## src/lislt_pkg.sv

```systemverilog
// Package for the LIS length tracker: sizes, payload structs, state encoding.
package lislt_pkg;

  localparam int unsigned MAX_LEN   = 1024;
  localparam int unsigned ADDR_W    = $clog2(MAX_LEN);
  localparam int unsigned LEN_W     = $clog2(MAX_LEN + 1);
  localparam int unsigned VAL_W     = 32;
  localparam int unsigned OUT_LEN_W = 11;

  typedef struct packed {
    logic signed [VAL_W-1:0] value;
    logic                    start_req;
  } in_t;

  typedef struct packed {
    logic [OUT_LEN_W-1:0] length;
    logic                 overflow;
  } out_t;

  typedef struct packed {
    logic valid;
    out_t data;
  } res_t;

  typedef enum logic [2:0] {
    ST_IDLE,
    ST_CHK_FIRST,
    ST_CHK_LAST,
    ST_SEARCH,
    ST_DONE
  } lislt_state_e;

endpackage

```

## src/lislt_ctrl.sv

```systemverilog
// Sequencer: first/last tail checks, binary search and write-back on the tail RAM.
module lislt_ctrl
  import lislt_pkg::*;
(
  input  logic                    clk_i,
  input  logic                    rst_ni,
  input  logic                    in_valid_i,
  output logic                    in_stall_o,
  input  in_t                     in_data_i,
  input  logic                    res_ready_i,
  output res_t                    res_o,
  output logic                    ram_we_o,
  output logic [ADDR_W-1:0]       ram_waddr_o,
  output logic signed [VAL_W-1:0] ram_wdata_o,
  output logic                    ram_re_o,
  output logic [ADDR_W-1:0]       ram_raddr_o,
  input  logic signed [VAL_W-1:0] ram_rdata_i
);

  lislt_state_e state_q, state_d;
  logic signed [VAL_W-1:0] val_q, val_d;
  logic [LEN_W-1:0]  len_q, len_d;
  logic [ADDR_W-1:0] lo_q, lo_d, hi_q, hi_d, mid_q, mid_d;
  logic              ovf_q, ovf_d;

  logic              accept;
  logic [LEN_W-1:0]  len_eff;
  logic [ADDR_W-1:0] last_addr;
  logic              val_lt_rd, val_gt_rd, len_full;
  logic [ADDR_W-1:0] lo_n, hi_n, mid_n;
  logic              cont;

  assign in_stall_o = (state_q != ST_IDLE);
  assign accept     = in_valid_i && !in_stall_o;
  assign len_eff    = in_data_i.start_req ? '0 : len_q;
  assign last_addr  = ADDR_W'(len_q - LEN_W'(1));
  assign val_lt_rd  = val_q < ram_rdata_i;
  assign val_gt_rd  = val_q > ram_rdata_i;
  assign len_full   = (len_q == LEN_W'(MAX_LEN));

  // one binary-search step on the tail just read at mid_q
  always_comb begin
    if (!val_gt_rd) begin
      lo_n = lo_q;
      hi_n = mid_q;
    end else begin
      lo_n = mid_q + ADDR_W'(1);
      hi_n = hi_q;
    end
    cont  = lo_n < hi_n;
    mid_n = lo_n + ((hi_n - lo_n) >> 1);
  end

  // next state
  always_comb begin
    state_d = state_q;
    case (state_q)
      ST_IDLE: begin
        if (accept) begin
          state_d = (len_eff == '0) ? ST_DONE : ST_CHK_FIRST;
        end
      end
      ST_CHK_FIRST: state_d = val_lt_rd ? ST_DONE : ST_CHK_LAST;
      ST_CHK_LAST: begin
        if (val_gt_rd || last_addr == '0) begin
          state_d = ST_DONE;
        end else begin
          state_d = ST_SEARCH;
        end
      end
      ST_SEARCH: state_d = cont ? ST_SEARCH : ST_DONE;
      ST_DONE:   state_d = res_ready_i ? ST_IDLE : ST_DONE;
      default:   state_d = ST_IDLE;
    endcase
  end

  // RAM control and datapath
  always_comb begin
    ram_we_o    = 1'b0;
    ram_waddr_o = '0;
    ram_wdata_o = val_q;
    ram_re_o    = 1'b0;
    ram_raddr_o = '0;
    val_d = val_q;
    len_d = len_q;
    lo_d  = lo_q;
    hi_d  = hi_q;
    mid_d = mid_q;
    ovf_d = ovf_q;
    case (state_q)
      ST_IDLE: begin
        if (accept) begin
          val_d = in_data_i.value;
          ovf_d = 1'b0;
          len_d = len_eff;
          if (len_eff == '0) begin
            ram_we_o    = 1'b1;
            ram_wdata_o = in_data_i.value;
            len_d       = LEN_W'(1);
          end else begin
            ram_re_o = 1'b1;
          end
        end
      end
      ST_CHK_FIRST: begin
        if (val_lt_rd) begin
          ram_we_o = 1'b1;
        end else begin
          ram_re_o    = 1'b1;
          ram_raddr_o = last_addr;
        end
      end
      ST_CHK_LAST: begin
        if (val_gt_rd) begin
          if (len_full) begin
            ovf_d = 1'b1;
          end else begin
            ram_we_o    = 1'b1;
            ram_waddr_o = ADDR_W'(len_q);
            len_d       = len_q + LEN_W'(1);
          end
        end else if (last_addr == '0) begin
          ram_we_o = 1'b1;
        end else begin
          lo_d        = '0;
          hi_d        = last_addr;
          mid_d       = last_addr >> 1;
          ram_re_o    = 1'b1;
          ram_raddr_o = last_addr >> 1;
        end
      end
      ST_SEARCH: begin
        lo_d = lo_n;
        hi_d = hi_n;
        if (cont) begin
          mid_d       = mid_n;
          ram_re_o    = 1'b1;
          ram_raddr_o = mid_n;
        end else begin
          ram_we_o    = 1'b1;
          ram_waddr_o = lo_n;
        end
      end
      ST_DONE: ;
      default: ;
    endcase
  end

  assign res_o.valid         = (state_q == ST_DONE);
  assign res_o.data.length   = OUT_LEN_W'(len_q);
  assign res_o.data.overflow = ovf_q;

  always_ff @(posedge clk_i or negedge rst_ni) begin
    if (!rst_ni) begin
      state_q <= ST_IDLE;
      len_q   <= '0;
    end else begin
      state_q <= state_d;
      len_q   <= len_d;
    end
  end

  always_ff @(posedge clk_i) begin
    val_q <= val_d;
    lo_q  <= lo_d;
    hi_q  <= hi_d;
    mid_q <= mid_d;
    ovf_q <= ovf_d;
  end

  a_len_bound: assert property (@(posedge clk_i) disable iff (!rst_ni)
    len_q <= LEN_W'(MAX_LEN))
    else $error("tail length above table size");

  a_ovf_full: assert property (@(posedge clk_i) disable iff (!rst_ni)
    res_o.valid && res_o.data.overflow |-> len_full)
    else $error("overflow reported with table not full");

  a_search_range: assert property (@(posedge clk_i) disable iff (!rst_ni)
    state_q == ST_SEARCH |-> lo_q < hi_q && mid_q < hi_q)
    else $error("search window empty");

  a_write_ends: assert property (@(posedge clk_i) disable iff (!rst_ni)
    ram_we_o |=> state_q == ST_DONE)
    else $error("tail write not followed by result");

endmodule

```

## config.mk

```make
export PLATFORM = sky130hd
export DESIGN_NAME = lislt_ctrl
export DESIGN_NICKNAME = d
export VERILOG_FILES = /design/src/lislt_pkg.sv /design/src/lislt_ctrl.sv
export SDC_FILE = /design/constraint.sdc
export NUM_CORES = 1
export LEC_CHECK = 0
export BUFFER_PORTS_ARGS = -buffer_cell sky130_fd_sc_hd__buf_2
export CAP_MARGIN = 0
export CORE_UTILIZATION = 60
export DETAILED_ROUTE_END_ITERATION = 8
export GPL_TIMING_DRIVEN = 0
export PLACE_DENSITY_LB_ADDON = 0.05
export SLEW_MARGIN = 20
export SYNTH_ARGS = -nofsm -noshare
export SYNTH_HDL_FRONTEND = slang
export SYNTH_SLANG_ARGS = --single-unit
```

## constraint.sdc

```tcl
create_clock -name clk_i -period 9.5 [get_ports clk_i]
set_input_delay 0.95 -clock clk_i [delete_from_list [all_inputs] [get_ports clk_i]]
set_output_delay 0.95 -clock clk_i [all_outputs]
set_load 0.01 [all_outputs]
```

==> results of run 1 <==
final cells by class:
cell class / count / area [um2] / area share, %
tap: 129 / 161.4 / 2.308
buffer: 23 / 95.09 / 1.360
multi-input combinational: 478 / 3398 / 48.60
timing repair buffer: 138 / 695.7 / 9.948
inverter: 57 / 216.5 / 3.095
clock inverter: 5 / 52.55 / 0.7515
sequential: 77 / 2242 / 32.06
clock buffer: 11 / 131.4 / 1.879
synth_stat cells, drive strengths merged, types with 4 or more instances:
library cell and instances:
o22a 4, nor2b 6, mux2i 6, a31oi 4
nand2 60, dfrtp 14, edfxtp 63, nor2 57
and3 4, nand4 10, xnor2 17, and2 10
ha 55, nand2b 6, mux2 42, buf 9
a21oi 38, nor3 11, or2 8, inv 57
xor2 18, o21ai 42, clkbuf 14, a21o 16
nand3 20
layer usage:
layer	vias up	GRT usage, %	wire length, um
met1	2471	36.89	6277
met3	30	4.624	892
met5	-	0	0
met4	0	10.70	380
li1	2577	-	-
met2	224	52.75	7584
power by group through the flow:
stage	Combinational (W)	Clock [W]	Sequential (W)
global route	0.00207	0.000263	0.000537
global placement	0.00180	0	0.000532
detailed placement	0.00186	0	0.000535
floorplan	0.00133	0	0.000524
CTS	0.00187	0.000248	0.000528
finish	0.00189	0.000249	0.000528
worst register-to-register path: cells and delay by family (launching register included):
kind | cells | cell delay, ps
flip-flops | 1 | 400
AND/OR/NAND/NOR | 9 | 2210
AO/OA/AOI/OAI | 8 | 1850
buffers and inverters | 2 | 790
adder cells (fa/ha/maj) | 2 | 840
how the worst max path moves through the flow:
stage / slack (ps) / to / from
6_report: 1460 / ram_raddr_o[9] / ram_rdata_i[31]
5_1_grt: 940 / ram_raddr_o[9] / ram_rdata_i[31]
4_1_cts: 1510 / ram_raddr_o[9] / ram_rdata_i[31]
3_5_place_dp: 1540 / ram_raddr_o[9] / ram_rdata_i[31]
3_3_place_gp: 1620 / ram_raddr_o[9] / ram_rdata_i[31]
2_1_floorplan: 2630 / ram_raddr_o[9] / ram_rdata_i[31]
registers in the layout (all words and copies together) (netlist names):
name / count
state_q: 3
lo_q: 10
len_q: 11
ovf_q: 1
val_q: 32
hi_q: 10
mid_q: 10
cell usage in the layout, fill, tap and decap left out, types with 9 or more instances in the layout:
cell type  instances
dfrtp_1           14
nor2_1            57
xor2_1            18
and2_1             9
nand3_1           20
clkbuf_1          15
nand4_1           10
ha_1              55
mux2_2            42
nor3_1            10
o21ai_0           40
xnor2_1           17
nand2_1           59
inv_1             55
edfxtp_1          63
a21oi_1           38
clkbuf_8           9
buf_2            136
a21o_1            16
stage by stage:
stage | util (%) | total power (W)
6_report | 74.27 | 0.002669
3_5_place_dp | 72.32 | 0.002391
2_1_floorplan | - | 0.001858
5_1_grt | 74.27 | 0.002869
4_1_cts | 74.27 | 0.002647
3_3_place_gp | 72.11 | 0.002335
cell families (layout without fill, tap and decap cells):
group | count (synthesis) | count (layout) | share of synthesized area [%]
buffers and inverters | 80 | 234 | 5.239
and+or+nand+nor | 200 | 200 | 15.82
DFF | 77 | 77 | 37.70
AOI/OAI and AO/OA | 139 | 139 | 15.00
xor gates and xnor gates | 35 | 35 | 5.155
adders and majority gates | 56 | 56 | 11.91
muxes | 48 | 48 | 9.173
==> impl_metrics.yaml, run 1 <==
clock_network:
  cts_root_buf: "clkbuf_8"
  post_cts_resized: 0
  clk_latency_ps: 350
  holdBufCountCts: 0
  cts_tree: "done"
  h-tree-depth: 3
  cts_buffer_depth: 2
  cts_setup_buffers: 0
  numCtsBuffers: 9
  clk_pin_slew_worst_paths_ps: 90
  cts_sinks: 77
setup_path:
  crit_family: "compound AO/OA/AOI/OAI gates"
  reg2reg_depth: 21
  critPathMaxFanout: 10
  crit_required_ps: 8550
  worstSetupPathType: "in2out"
  crit_path_end_kind: "output port"
  r2r_slack_ps: 3030
  slowest_delay_ps: 550
  cp-start-kind: "input pin"
  r2r_end: "mid_q[4]$_DFFE_PP_"
  worstReg2RegStart: "val_q[31]$_DFFE_PP_"
  arrival_ps: 7090
  cp.depth: 26
  cp_num_buf_inv: 4
  critPathSlowestCell: "or4_4"
power:
  switching_power_w: 0.001329
  power_per_cell_area_nw_per_um2: 381.6
  power_frac_seq_pct: 19.8
  peakVddDrop_mv: 0.3996
  leakagePower_nw: 3.247
  p_comb_share_pct: 70.9
  p_sw_share_pct: 49.81
  p_clk_share_pct: 9.3
  intPower_w: 0.001339
floorplan:
  dieArea_um2: 10310
  core_um2: 9415
  die_w_um: 101.6
  rows: 35
  die_y_um: 101.6
  start_util_pct: 63.16
  ioPinCount: 137
sta:
  fin_crit_sh_pct: 84.59
  maxSlewViolCount: 0
  whs_ps: 494.2
  finClkSkew_ps: 13.57
  tns_ps: 0
  tightest_slew_ps: 1032
  fmax_mhz: 124.4
  finalSetupViolations: 0
  hold_violations: 0
  slew_headroom_pct: 30.66
  fin_ws_ps: 1464
  fin_crit_ps: 8036
  grt_setup_unrepaired: "false"
synthesis:
  yosysTopAreaCellShare_pct: 31.81
  postSynth.asyncResetShare_pct: 18.18
  avgSynthCellArea_um2: 9.365
  ys_warn_count: 0
  synth_ff_type: "edfxtp_1"
  syn_inst: 635
  synth_nets: 760
  yosys_register_bits: 77
  netlist_area_um2: 5947
  synth_edf_count: 63
  synth_largest_area_cell: "edfxtp_1"
  synthTopCellsByArea: "edfxtp_1 (32%), ha_1 (12%), mux2_2 (8.0%)"
  synth_cell_type_count: 64
  yosysSeqAreaShare_pct: 37.70
place:
  place_area_um2: 6809
  gp_congestion: 0.8745
  preCtsSetupSlack_ps: 1542
  dp_cells: 902
  port_buffers: 136
  dp_hpwl_um: 11900
layout:
  area_growth_pct: 17.59
  fin_nets: 909
  drive_gt1_share_pct: 27.38
  fillers: 725
  final_cell_area_um2: 6993
  final_cells: 918
  antenna_cells: 0
global_routing:
  overflow: 0
  grt_pass1_wl_um: 23700
  track_usage_pct: 29.84
  grt_pass1_vias: 5081
  grt_max_degree: 37
  antenna_found_initial: 0
detailed_routing:
  drt_iter0_drc: 320
  drtAntennaViolNets: 0
  drt-total-wl_um: 15140
  dr_total_vias: 5302
  drc: 0
  drt-vias-per-instance: 5.776
  wire_per_inst_um: 16.49
  first_pass_iters: 5
status:
  outcome: "completed"
worst_hold_path:
  min_path_type: "in2async"
run:
  maxCapViolations: 0
(Power assumes the default switching activity.)
==> run 2, diff against run 1 <==
Settings changed: ABC_AREA set to 1, CORE_UTILIZATION 60 to 51.
Clock period 9.5 ns to 7.2 ns, I/O delays scaled along.
==> impl_metrics.yaml, run 2 <==
sta:
  finClkSkew_ps: 4.188
  fmax_mhz: 158.1
  hold_violations: 0
  slew_headroom_pct: 44.40
  fin_crit_sh_pct: 87.84
  tightest_slew_ps: 833.0
  maxSlewViolCount: 0
  tns_ps: 0
  fin_crit_ps: 6325
  finalSetupViolations: 0
  grt_setup_unrepaired: "false"
layout:
  layout_common_cells: "nand2_1 (197), buf_2 (140), inv_1 (128), edfxtp_1 (63)"
  drive_gt1_share_pct: 23.71
  top_register: "val_q"
  fin_nets: 1074
  antenna_cells: 0
  final_cells: 1121
  largest_reg_flops: 32
  area_growth_pct: 18.61
  fillers: 1100
  final_common_cell: "nand2_1"
  largest_registers: "val_q x32, len_q x11"
place:
  dp_cells: 1106
  gp_congestion: 0.8842
  dp_hpwl_um: 13820
  port_buffers: 135
detailed_routing:
  maxUsedRoutingLayer: "met4"
  drt_iter0_drc: 396
  drc: 0
  dr_total_vias: 5998
  drtAntennaViolNets: 0
  drt-vias-per-instance: 5.351
  first_pass_iters: 6
  wl_met3_um: 1218
  drt-total-wl_um: 17240
  wl_met2_um: 8080
  wire_per_inst_um: 15.38
  wl_met1_um: 7526
floorplan:
  die_y_um: 113.5
  ioPinCount: 137
  start_util_pct: 52.52
  core_um2: 12060
  die_w_um: 113.5
  rows: 40
  dieArea_um2: 12870
clock_network:
  cts_sinks: 77
  cts_setup_buffers: 0
  clk_latency_ps: 340
  cts_tree: "done"
  cts_root_buf: "clkbuf_16"
  post_cts_resized: 0
  clk_pin_slew_worst_paths_ps: 60
  holdBufCountCts: 0
  cts_buffer_depth: 2
  h-tree-depth: 3
  numCtsBuffers: 9
worst_hold_path:
  min_path_type: "in2async"
synthesis:
  synth_largest_area_cell: "edfxtp_1"
  avgSynthCellArea_um2: 7.899
  yosysTopAreaCellShare_pct: 29.86
  yosysSeqAreaShare_pct: 35.39
  ys_warn_count: 0
  synth_nets: 927
  postSynth.asyncResetShare_pct: 18.18
  yosys_register_bits: 77
  syn_inst: 802
  synthTopCellsByArea: "edfxtp_1 (30%), nand2_1 (12%), ha_1 (11%)"
  synth_edf_count: 63
  netlist_area_um2: 6335
  ys_top_cells_by_count: "nand2_1 (197), inv_1 (128), edfxtp_1 (63)"
  synth_cell_type_count: 53
  synth_ff_type: "edfxtp_1"
  synth.most_common_cell: "nand2_1"
setup_path:
  crit_required_ps: 6480
  arrival_ps: 5600
  worstSetupPathType: "in2out"
  cp_common_cell: "nand2_1"
  worstReg2RegStart: "val_q[31]$_DFFE_PP_"
  slowest_delay_ps: 400
  cp-start-kind: "input pin"
  r2r_slack_ps: 1920
  critPathSlowestCell: "ha_1"
  reg2reg_depth: 26
  critPathMaxFanout: 10
  r2r_end: "mid_q[9]$_SDFFCE_PN0P_"
  crit_path_end_kind: "output port"
run:
  maxCapViolations: 0
global_routing:
  track_usage_pct: 28.35
  grt_max_degree: 25
  antenna_found_initial: 0
  grt_pass1_wl_um: 28160
  overflow: 0
  grt_pass1_vias: 5855
power:
  leakagePower_nw: 3.750
  power_per_cell_area_nw_per_um2: 447.6
  peakVddDrop_mv: 0.2441
status:
  outcome: "completed"
-- run 2: cell types whose count changed after synthesis, sizes merged, moves of 6 or more --
cell and delta:
xnor2 -13, nand2b -6, nand2 +151, mux2 -11, a21o -14, inv +72, and2 -9, nand3 +18
nor2b -6, o21ai +11
-- run 2: through the flow --
step / util (%) / total power [W] / hold slack (ps) / worst slack, ps / instance area (um2)
2_1_floorplan: - / 0.002285 / 424.4 / 1766 / 6335
6_report: 62.29 / 0.003363 / 284.8 / 875.5 / 7513
3_5_place_dp: 60.16 / 0.002922 / 553.7 / 916.5 / 7256
5_1_grt: 62.29 / 0.003685 / 299.6 / 360.7 / 7513
3_3_place_gp: 59.87 / 0.002860 / 544.6 / 940.8 / 7221
4_1_cts: 62.29 / 0.003354 / 286.5 / 908.7 / 7513
-- run 2: logic make-up after synthesis --
kind of cell	after synthesis	synth area share, %
and+or+nand+nor	350	24.27
buffers and inverters	149	9.244
AOI/OAI and AO/OA	119	11.61
DFF	77	35.39
adders and majority gates	56	11.18
muxes	32	5.669
xor gates and xnor gates	19	2.627
-- run 2: cell type report --
cell class / count / area [um2] / area share, %
clock inverters: 5 / 28.78 / 0.3830
flip-flops and latches: 77 / 2242 / 29.84
clock buffers: 10 / 229.0 / 3.047
multi-input cells: 576 / 3515 / 46.78
well taps: 168 / 210.2 / 2.798
inverters: 131 / 491.7 / 6.545
plain buffers: 18 / 93.84 / 1.249
repair buffers: 136 / 703.2 / 9.359
-- run 2: worst max path at each step --
stage / slack [ps] / from / cells past startpoint / endpoint
finish: 880 / ram_rdata_i[7] / 33 / ram_raddr_o[9]
global route: 360 / ram_rdata_i[23] / 28 / ram_raddr_o[8]
CTS: 910 / ram_rdata_i[31] / 28 / ram_raddr_o[8]
detailed placement: 920 / ram_rdata_i[31] / 28 / ram_raddr_o[8]
global placement: 940 / ram_rdata_i[31] / 29 / ram_raddr_o[9]
floorplan: 1770 / ram_rdata_i[31] / 28 / ram_raddr_o[8]
-- run 2: per-layer routing --
| metal | GRT usage [%] | vias up |
|---|---|---|
| li1 | - | 2976 |
| met1 | 37.35 | 2761 |
| met2 | 47.12 | 232 |
| met3 | 4.251 | 29 |
| met4 | 11.14 | 0 |
| met5 | 0 | - |
-- run 2: power breakdown --
group	switching, W	internal (W)
Sequential	0.0000537	0.000619
Combinational	0.00149	0.000797
Clock	0.000179	0.000229
Total	0.00172	0.00165
-- run 2: worst max-delay path, delay by kind of cell --
family	cells	cell delay (ps)
XOR/XNOR	1	180
AND/OR/NAND/NOR	16	1990
AO/OA/AOI/OAI	3	570
adder cells (fa/ha/maj)	3	1030
buffers and inverters	10	1100
==> run 3, diff against run 2 <==
Settings changed: CORE_UTILIZATION 51 to 56, MAX_ROUTING_LAYER set to met4.
Clock period 7.2 ns to 5.85 ns, I/O delays scaled along.
==> impl_metrics.yaml, run 3 (same netlist as run 2, synthesis figures left out) <==
power:
  peakVddDrop_mv: 0.5025
  leakagePower_nw: 3.906
  power_per_cell_area_nw_per_um2: 585.9
  p_total_w: 0.004695
setup_path:
  slowest_delay_ps: 410
  cp_common_cell: "nand2_1"
  critPathMaxFanout: 5
  crit_path_end_kind: "output port"
  cp-start-kind: "flip-flop"
  arrival_ps: 5110
  worstSetupPathType: "reg2out"
  crit_required_ps: 5270
  critPathSlowestCell: "edfxtp_1"
global_routing:
  track_usage_pct: 31.57
  grt_max_degree: 24
  antenna_found_initial: 0
  grt_pass1_wl_um: 27570
  overflow: 0
  grt_pass1_vias: 5853
detailed_routing:
  drc: 0
  drtAntennaViolNets: 0
  drt-vias-per-instance: 5.540
  wire_per_inst_um: 16.09
  first_pass_iters: 5
  dr_total_vias: 6155
  drt-total-wl_um: 17870
  drt_iter0_drc: 413
clock_network:
  cts_tree: "done"
  cts_root_buf: "clkbuf_16"
  clk_latency_ps: 350
  holdBufCountCts: 0
  numCtsBuffers: 9
  clk_pin_slew_worst_paths_ps: 60
  cts_sinks: 77
  cts_buffer_depth: 2
  h-tree-depth: 3
layout:
  final-seq-area_um2: 2242
  antenna_cells: 0
  multiInputGateArea_um2: 3835
  final_common_cell: "nand2_1"
  drive_gt1_share_pct: 29.66
  area_growth_pct: 26.51
  fillers: 862
  largest_registers: "val_q x32, len_q x11"
  top_register: "val_q"
  fin_nets: 1091
  layout_common_cells: "nand2_1 (190), buf_2 (136), inv_1 (125), edfxtp_1 (63), nor2_1 (53)"
  post-route-util_pct: 73.28
  largest_reg_flops: 32
sta:
  slew_headroom_pct: 43.80
  finClkSkew_ps: 8.330
  maxSlewViolCount: 0
  grt_setup_unrepaired: "true"
  fmax_mhz: 175.5
  fin_crit_ps: 5697
  hold_violations: 0
  tns_ps: 0
  finalSetupViolations: 0
  tightest_slew_ps: 842.0
  fin_crit_sh_pct: 97.38
floorplan:
  start_util_pct: 57.93
  ioPinCount: 137
  rows: 38
  core_um2: 10940
  die_y_um: 108.4
  dieArea_um2: 11740
  die_w_um: 108.4
status:
  outcome: "completed"
place:
  gp_congestion: 0.9264
  port_buffers: 135
  dp_hpwl_um: 13540
run:
  maxCapViolations: 0
worst_hold_path:
  min_path_type: "in2async"
## run 3: cell types whose count changed in the layout (fill, tap and decap cells not counted), moves of 6 or more
cell | previous run | this run
a21oi_1 | 35 | 29
nand2_1 | 197 | 190
o21ai_1 | 0 | 8
ha_4 | 0 | 13
buf_4 | 1 | 20
ha_1 | 55 | 42
o21ai_0 | 46 | 36
## run 3: worst max-delay path, delay by kind of cell (launching register included)
kind	cells	cell delay, ps
adders and majority gates	4	1180
buffers and inverters	4	450
xor gates and xnor gates	1	180
DFF	1	410
AOI/OAI and AO/OA	7	1150
and+or+nand+nor	15	1400
## run 3: where the power goes
group          internal, W  total (W)  switching (W)  leakage, nW
combinational      0.00121    0.00324        0.00203         2.97
sequential        0.000762   0.000833      0.0000708        0.776
clock             0.000387   0.000625       0.000237        0.160
total              0.00236    0.00470        0.00233         3.91
## run 3: worst paths after layout
path                                       start               endpoint  slack (ps)  cells after the start
setup / recovery              val_q[9]$_DFFE_PP_         ram_raddr_o[8]         150                     31
hold / removal                            rst_ni   len_q[4]$_DFFE_PN0P_         140                      1
setup reg to reg              val_q[9]$_DFFE_PP_     mid_q[7]$_DFFE_PP_        1030                     25
hold reg to reg            len_q[10]$_DFFE_PN0P_  len_q[10]$_DFFE_PN0P_         560                      1
max in group asynchronous                 rst_ni   len_q[2]$_DFFE_PN0P_        5450                      1
min in group clk_i                  in_data_i[6]     val_q[5]$_DFFE_PP_         430                      1
## run 3: stage by stage
stage	cell area (um2)	setup slack (ps)	cells	hold WS (ps)
floorplan	6335	685.7	802	289.4
detailed placement	7221	-181.9	1078	510.0
global placement	7186	-75.65	1077	501.7
finish	8014	153.5	1111	142.5
global route	8014	-79.39	1111	156.9
CTS	7611	6.104	1098	144.6
## run 3: layout make-up
class | instances | share of cell area (%)
repair buffers | 153 | 10.37
plain buffers | 18 | 1.390
inverters | 131 | 6.167
clock inverters | 5 | 1.030
flip-flops and latches | 77 | 27.98
multi-input cells | 576 | 47.85
clock buffers | 11 | 3.029
well taps | 140 | 2.186
## run 3: timing repair
action,in CTS,in global routing
buffers inserted,4,13
resized for setup,6,68
pin swaps,1,32
setup endpoints to repair,2,18
## run 3: metal layers
layer	part of all wire, %	track usage [%]	vias to the layer above
li1	-	-	3008
met5	0	-	-
met4	2.1	9.846	0
met1	43	39.81	2870
met2	48	52.09	246
met3	7.0	5.003	31
